**config.mk**
```make
export PLATFORM = sky130hd
export DESIGN_NAME = trpid_regs_flat
export DESIGN_NICKNAME = d
export VERILOG_FILES = /design/src/trpid_pkg.sv /design/src/trpid_if.sv /design/src/trpid_regs.sv /design/src/flat_wrapper.sv
export SDC_FILE = /design/constraint.sdc
export NUM_CORES = 1
export LEC_CHECK = 0
export BUFFER_PORTS_ARGS = -buffer_cell sky130_fd_sc_hd__buf_2
export CORE_MARGIN = 8
export CORE_UTILIZATION = 31
export CTS_CLUSTER_DIAMETER = 120
export CTS_CLUSTER_SIZE = 14
export DETAILED_ROUTE_END_ITERATION = 7
export SYNTH_ARGS = -nofsm -noshare
export SYNTH_HDL_FRONTEND = slang
export SYNTH_SLANG_ARGS = --single-unit
export TNS_END_PERCENT = 5
```
**constraint.sdc**
```tcl
create_clock -name clk -period 1.89 [get_ports clk]
set_clock_uncertainty 0.05 [all_clocks]
set_input_delay 0 -clock clk [delete_from_list [all_inputs] [get_ports clk]]
set_output_delay 0 -clock clk [all_outputs]
set_load 0.005 [all_outputs]
```
**src/trpid_pkg.sv**
```systemverilog
`default_nettype none

package trpid_pkg;

    // Fixed field widths of the block.
    localparam int DATA_W     = 24;
    localparam int GAIN_W     = 16;
    localparam int PACK_W     = 48;
    localparam int CFG_IDX_W  = 4;
    localparam int AXIS_W     = 2;
    localparam int STEP_W     = 5;
    localparam int OPA_W      = 26;
    localparam int OPB_W      = 25;
    localparam int PROD_W     = OPA_W + OPB_W;
    localparam int ACC_W      = 64;

    // Configuration register indexes.
    localparam logic [CFG_IDX_W-1:0] REG_P_GAINS           = 4'd0;
    localparam logic [CFG_IDX_W-1:0] REG_I_GAINS           = 4'd1;
    localparam logic [CFG_IDX_W-1:0] REG_D_GAINS           = 4'd2;
    localparam logic [CFG_IDX_W-1:0] REG_FF_GAINS          = 4'd3;
    localparam logic [CFG_IDX_W-1:0] REG_INTEGRAL_LIMIT    = 4'd4;
    localparam logic [CFG_IDX_W-1:0] REG_STEP_TIME         = 4'd5;
    localparam logic [CFG_IDX_W-1:0] REG_INVERSE_STEP_TIME = 4'd6;
    localparam logic [CFG_IDX_W-1:0] REG_FILTER_ALPHA      = 4'd7;

    // Axis codes used for gain selection.
    localparam logic [AXIS_W-1:0] AXIS_ROLL  = 2'd0;
    localparam logic [AXIS_W-1:0] AXIS_PITCH = 2'd1;
    localparam logic [AXIS_W-1:0] AXIS_YAW   = 2'd2;

    // Last micro-step of one axis.
    localparam logic [STEP_W-1:0] LAST_STEP = 5'd19;

    // Register file contents.
    typedef struct packed {
        logic [PACK_W-1:0] p_gains;
        logic [PACK_W-1:0] i_gains;
        logic [PACK_W-1:0] d_gains;
        logic [PACK_W-1:0] ff_gains;
        logic [22:0]       integral_limit;
        logic [23:0]       step_time;
        logic [23:0]       inverse_step_time;
        logic [15:0]       filter_alpha;
    } cfg_t;

    // Operand pair fed to the shared multiplier.
    typedef enum logic [3:0] {
        OP_NONE,
        OP_ERR_IG,
        OP_INC_DT,
        OP_DIFF_INVDT,
        OP_ALPHA_DL,
        OP_ALPHA_DH,
        OP_PG_ERR,
        OP_INTEG_UNIT,
        OP_DG_FDL,
        OP_DG_FDH,
        OP_FF_SP
    } mac_op_t;

    // Writeback taken from the accumulator.
    typedef enum logic [2:0] {
        WB_NONE,
        WB_LOAD,
        WB_INC1,
        WB_INTEG,
        WB_DERIV,
        WB_FD,
        WB_TORQUE
    } wb_t;

    // One entry of the micro-step sequence.
    typedef struct packed {
        mac_op_t op;
        logic    clr;
        logic    sh24;
        wb_t     wb;
    } step_t;

    // Control sent to the multiply-accumulate unit.
    typedef struct packed {
        logic en;
        logic clr;
        logic sh24;
    } mac_ctl_t;

    // Micro-step sequence for one axis. A product issued in one step passes
    // the product register into the accumulator before a writeback reads it.
    function automatic step_t step_rom(input logic [STEP_W-1:0] s);
        step_t st;
        st.op   = OP_NONE;
        st.clr  = 1'b0;
        st.sh24 = 1'b0;
        st.wb   = WB_NONE;
        case (s)
            5'd0:  st.wb = WB_LOAD;
            5'd1:  begin st.op = OP_ERR_IG;     st.clr = 1'b1; end
            5'd3:  st.wb = WB_INC1;
            5'd4:  begin st.op = OP_INC_DT;     st.clr = 1'b1; end
            5'd6:  begin st.op = OP_DIFF_INVDT; st.clr = 1'b1; st.wb = WB_INTEG; end
            5'd8:  st.wb = WB_DERIV;
            5'd9:  begin st.op = OP_ALPHA_DL;   st.clr = 1'b1; end
            5'd10: begin st.op = OP_ALPHA_DH;   st.sh24 = 1'b1; end
            5'd12: st.wb = WB_FD;
            5'd13: begin st.op = OP_PG_ERR;     st.clr = 1'b1; end
            5'd14: st.op = OP_INTEG_UNIT;
            5'd15: st.op = OP_DG_FDL;
            5'd16: begin st.op = OP_DG_FDH;     st.sh24 = 1'b1; end
            5'd17: st.op = OP_FF_SP;
            5'd19: st.wb = WB_TORQUE;
            default: st.wb = WB_NONE;
        endcase
        return st;
    endfunction

    // Pick one axis gain out of a packed gain register.
    function automatic logic [GAIN_W-1:0] gain_sel(input logic [PACK_W-1:0] packed_gains,
                                                   input logic [AXIS_W-1:0] axis);
        logic [GAIN_W-1:0] g;
        case (axis)
            AXIS_ROLL:  g = packed_gains[15:0];
            AXIS_PITCH: g = packed_gains[31:16];
            AXIS_YAW:   g = packed_gains[47:32];
            default:    g = '0;
        endcase
        return g;
    endfunction

endpackage

`default_nettype wire

```
**src/trpid_if.sv**
```systemverilog
`default_nettype none


// Configuration write channel.
interface trpid_cfg_if;
    import trpid_pkg::*;
    logic                 valid;
    logic                 ready;
    logic [CFG_IDX_W-1:0] index;
    logic [PACK_W-1:0]    data;

    modport source (output valid, index, data, input ready);
    modport sink   (input valid, index, data, output ready);
endinterface

`default_nettype wire

```
**src/trpid_regs.sv**
```systemverilog
`default_nettype none

module trpid_regs (
    input  wire logic       clk,
    input  wire logic       rst_n,
    trpid_cfg_if.sink       cfg,
    output trpid_pkg::cfg_t regs
);
    import trpid_pkg::*;

    cfg_t regs_reg;
    cfg_t regs_next;

    // Writes are always taken; unknown indexes are dropped.
    assign cfg.ready = 1'b1;
    assign regs      = regs_reg;

    // Decode one register write per transfer.
    always_comb
    begin
        regs_next = regs_reg;
        if (cfg.valid)
        begin
            case (cfg.index)
                REG_P_GAINS:           regs_next.p_gains           = cfg.data;
                REG_I_GAINS:           regs_next.i_gains           = cfg.data;
                REG_D_GAINS:           regs_next.d_gains           = cfg.data;
                REG_FF_GAINS:          regs_next.ff_gains          = cfg.data;
                REG_INTEGRAL_LIMIT:    regs_next.integral_limit    = cfg.data[22:0];
                REG_STEP_TIME:         regs_next.step_time         = cfg.data[23:0];
                REG_INVERSE_STEP_TIME: regs_next.inverse_step_time = cfg.data[23:0];
                REG_FILTER_ALPHA:      regs_next.filter_alpha      = cfg.data[15:0];
                default:               regs_next = regs_reg;
            endcase
        end
    end

    // Register file with its power-on defaults.
    always_ff @(posedge clk or negedge rst_n)
    begin
        if (!rst_n)
        begin
            regs_reg.p_gains           <= 48'd70369388406374;
            regs_reg.i_gains           <= 48'd56294351113421;
            regs_reg.d_gains           <= 48'd21496136;
            regs_reg.ff_gains          <= 48'd0;
            regs_reg.integral_limit    <= 23'd32768;
            regs_reg.step_time         <= 24'd16777;
            regs_reg.inverse_step_time <= 24'd256000;
            regs_reg.filter_alpha      <= 16'd21928;
        end
        else
        begin
            regs_reg <= regs_next;
        end
    end

endmodule

`default_nettype wire

```
**src/flat_wrapper.sv**
```systemverilog
// flat-port wrapper written by rule: the top's interface ports become plain ports
module trpid_regs_flat import trpid_pkg::*;
  (clk, rst_n, regs, cfg_valid, cfg_index, cfg_data, cfg_ready);
  trpid_cfg_if cfg_i ();
  input  wire logic clk;
  input  wire logic rst_n;
  output trpid_pkg::cfg_t regs;
  input wire logic [$bits(cfg_i.valid)-1:0] cfg_valid;
  input wire logic [$bits(cfg_i.index)-1:0] cfg_index;
  input wire logic [$bits(cfg_i.data)-1:0] cfg_data;
  output wire logic [$bits(cfg_i.ready)-1:0] cfg_ready;
  assign cfg_i.valid = cfg_valid;
  assign cfg_i.index = cfg_index;
  assign cfg_i.data = cfg_data;
  assign cfg_ready = cfg_i.ready;
  trpid_regs u_core (.clk(clk), .rst_n(rst_n), .cfg(cfg_i), .regs(regs));
endmodule
```
==> key figures <==
Run status
  • Outcome: completed

Place
  • Placed cells: 1370
  • Dpl ws: 345 ps
  • DP HPWL: 20.4 mm
  • RePlAce Congestion: 0.724
  • Port Buf Inserts: 333
  • DP Area: 12900 um^2

Detailed routing
  • Routed Antenna Nets: 0
  • Routed vias: 6572
  • Drt first-iter violations: 150
  • DRT Wirelength: 30.0 mm
  • First-pass DRT Iterations: 4
  • DR vias/cell: 4.50
  • Residual DRC: 0
  • Wire per inst: 20.6 um

Setup path
  • Slowest cell delay on critical path: 550 ps
  • Critical path data arrival time: between 1000 and 1500 ps
  • Critical Path End Type: output port
  • Critical path class: reg2out
  • Worst-path fanout max: 2
  • Delay-heaviest family, CP: flip-flops
  • Required time of the critical path: 1840 ps
  • CP cell instances: buf_2
  • Worst Path Buf+Inv: 1
  • CP max stage cell: dfstp_2
  • Worst setup SP type: flop

Worst hold path
  • HP Class: in2reg

Power
  • PD cells: 1160 nW/um^2
  • Max IR drop VDD: 0.713 mV
  • Static Leak: 6.75 nW
  • Final Power: 16.3 mW

Floorplanning
  • Die area: 40100 um^2
  • Die Span Y: 200 um
  • Core area: 33500 um^2
  • I/O Pins: 335
  • Num rows: 67
  • Initial Utilization: 31.4%
  • Die width: 200 um

Global routing
  • First-pass GRT wire length: 46.9 mm
  • Congestion Overflow GR: 0
  • Pin count of the biggest net entering global routing: 53
  • Number of global-route vias before repair: 7421
  • Initial antenna violation count: 0
  • Total track usage: 14.5%

Layout
  • Nets: 1052
  • Layout area overhead: 33.1%
  • Fillers: 3130
  • Diode count: 0
  • Design area: between 10000 and 15000 um^2
  • Max FFs per register: 279
  • Finished Layout Cells: 1460
  • Share of layout cells above drive strength 1: 71.2%
  • Util after Layout: a little over two fifths

Synth
  • Top-count cell post-synth: mux2_2
  • Combinational family with the most area after synthesis: multiplexers
  • Synth warn: 0
  • Synth Area in XOR/XNOR: 0%
  • Post-synthesis sequential area ratio: 67.0%
  • Synth Register Bits: around 280
  • Syn_area_per_cell: 17.5 um^2
  • Complex-gate fraction of the synthesized area: 0%
  • Ys flop type: dfrtp_1
  • Synth top area cells: dfrtp_1, mux2_2, dfstp_2
  • Mapped cell area: roughly 11000 um^2
  • Synth top area share: 51.6%
  • Post-synth EDFFs: 0
  • Netlist cell types: 18
  • Synth area leader: dfrtp_1
  • Post-synth top cells: mux2_2, dfrtp_1, dfstp_2, buf_2, mux2_4
  • Post-synthesis simple-gate area fraction: 0.760%
  • Fraction of registers with async set/reset: 100%
  • Syn_nets: approximately 660
  • Post-synthesis mux area share: 30.5%
  • Cells after synthesis: 603
  • Adder-cell share of the synthesized area: 0%

Timing
  • Fmax: ~830 MHz
  • Period minus WS final: 1210 ps
  • Period Utilization, post-route: 64.1%
  • Final WS setup: 679 ps
  • Max-slew violations: 0
  • Setup repair after global routing missed its margin: no
  • Final hold vios: 0
  • Hold slack: 130 ps
  • Setup TNS: 0 ps
  • Final setup violation count: 0

Job
  • Max-Cap Viols: 0

Clock network
  • Post-CTS sizing: 0
  • H-tree depth: 1
  • CTS Sinks: about 280
  • Cts bufs inserted: 23
  • Clk_lat worst skew: 500 ps
  • Clock tree buffer depth: 3
  • CTS tree: yes
  • Clk slew on worst S/H paths: 70 ps
  • Clock Root Buffer: clkbuf_16
-- kinds of logic after synthesis --
| group | Yosys count |
|---|---|
| buffers and inverters | 30 |
| DFF | 279 |
| muxes | 279 |
| other | 1 |
| and+or+nand+nor | 14 |
-- power by group --
part           total (mW)  switching [mW]  leakage, nW  internal (mW)
clock network        4.34            2.06        0.304           2.28
registers            8.29           0.709         3.31           7.58
logic                3.66            1.54         3.13           2.12
total                16.3            4.31         6.75           12.0
-- layer usage --
metal  wire length, um  global-route usage, %
met5                 0                      0
met4               559                   2.92
met3              2630                   5.68
met1             12900                   18.0
met2             13900                   23.9
-- final timing paths --
path                            depth (start not counted)                to  slack [ps]        startpoint
worst max register to register                          1  u_core.regs[235]        1040  u_core.regs[235]
worst min register to register                          1   u_core.regs[73]         450   u_core.regs[73]
worst min-delay path                                    5   u_core.regs[66]         130      cfg_index[3]
max in group asynchronous                               3  u_core.regs[183]        1250             rst_n
worst max-delay path                                    1         regs[157]         680  u_core.regs[157]
min in group asynchronous                               2  u_core.regs[215]         140             rst_n
-- repair_timing --
item                                   CTS  global route
buffers inserted                         0             0
hold buffers                            50             0
endpoints found under the hold margin  520             0
-- final cells by class --
cell class / count / area (um^2) / area share, %
flip-flops and latches: 279 / 7060 / 50.4
multi-input cells: 294 / 3320 / 23.7
repair buffers: 399 / 2430 / 17.4
clock buffers: 40 / 639 / 4.56
well taps: 448 / 561 / 4.00
-- layout by cell type (no fill, tap or decap), types with 2 or more instances in the layout --
cell type / count
buf_2: 332
clkbuf_1: 17
clkbuf_16: 23
buf_12: 11
mux2_2: 259
dfrtp_1: 217
mux2_4: 20
dfstp_2: 62
buf_4: 6
nand2b_2: 2
dlygate4sd3_1: 49
Power figures use the tool's default switching activity.
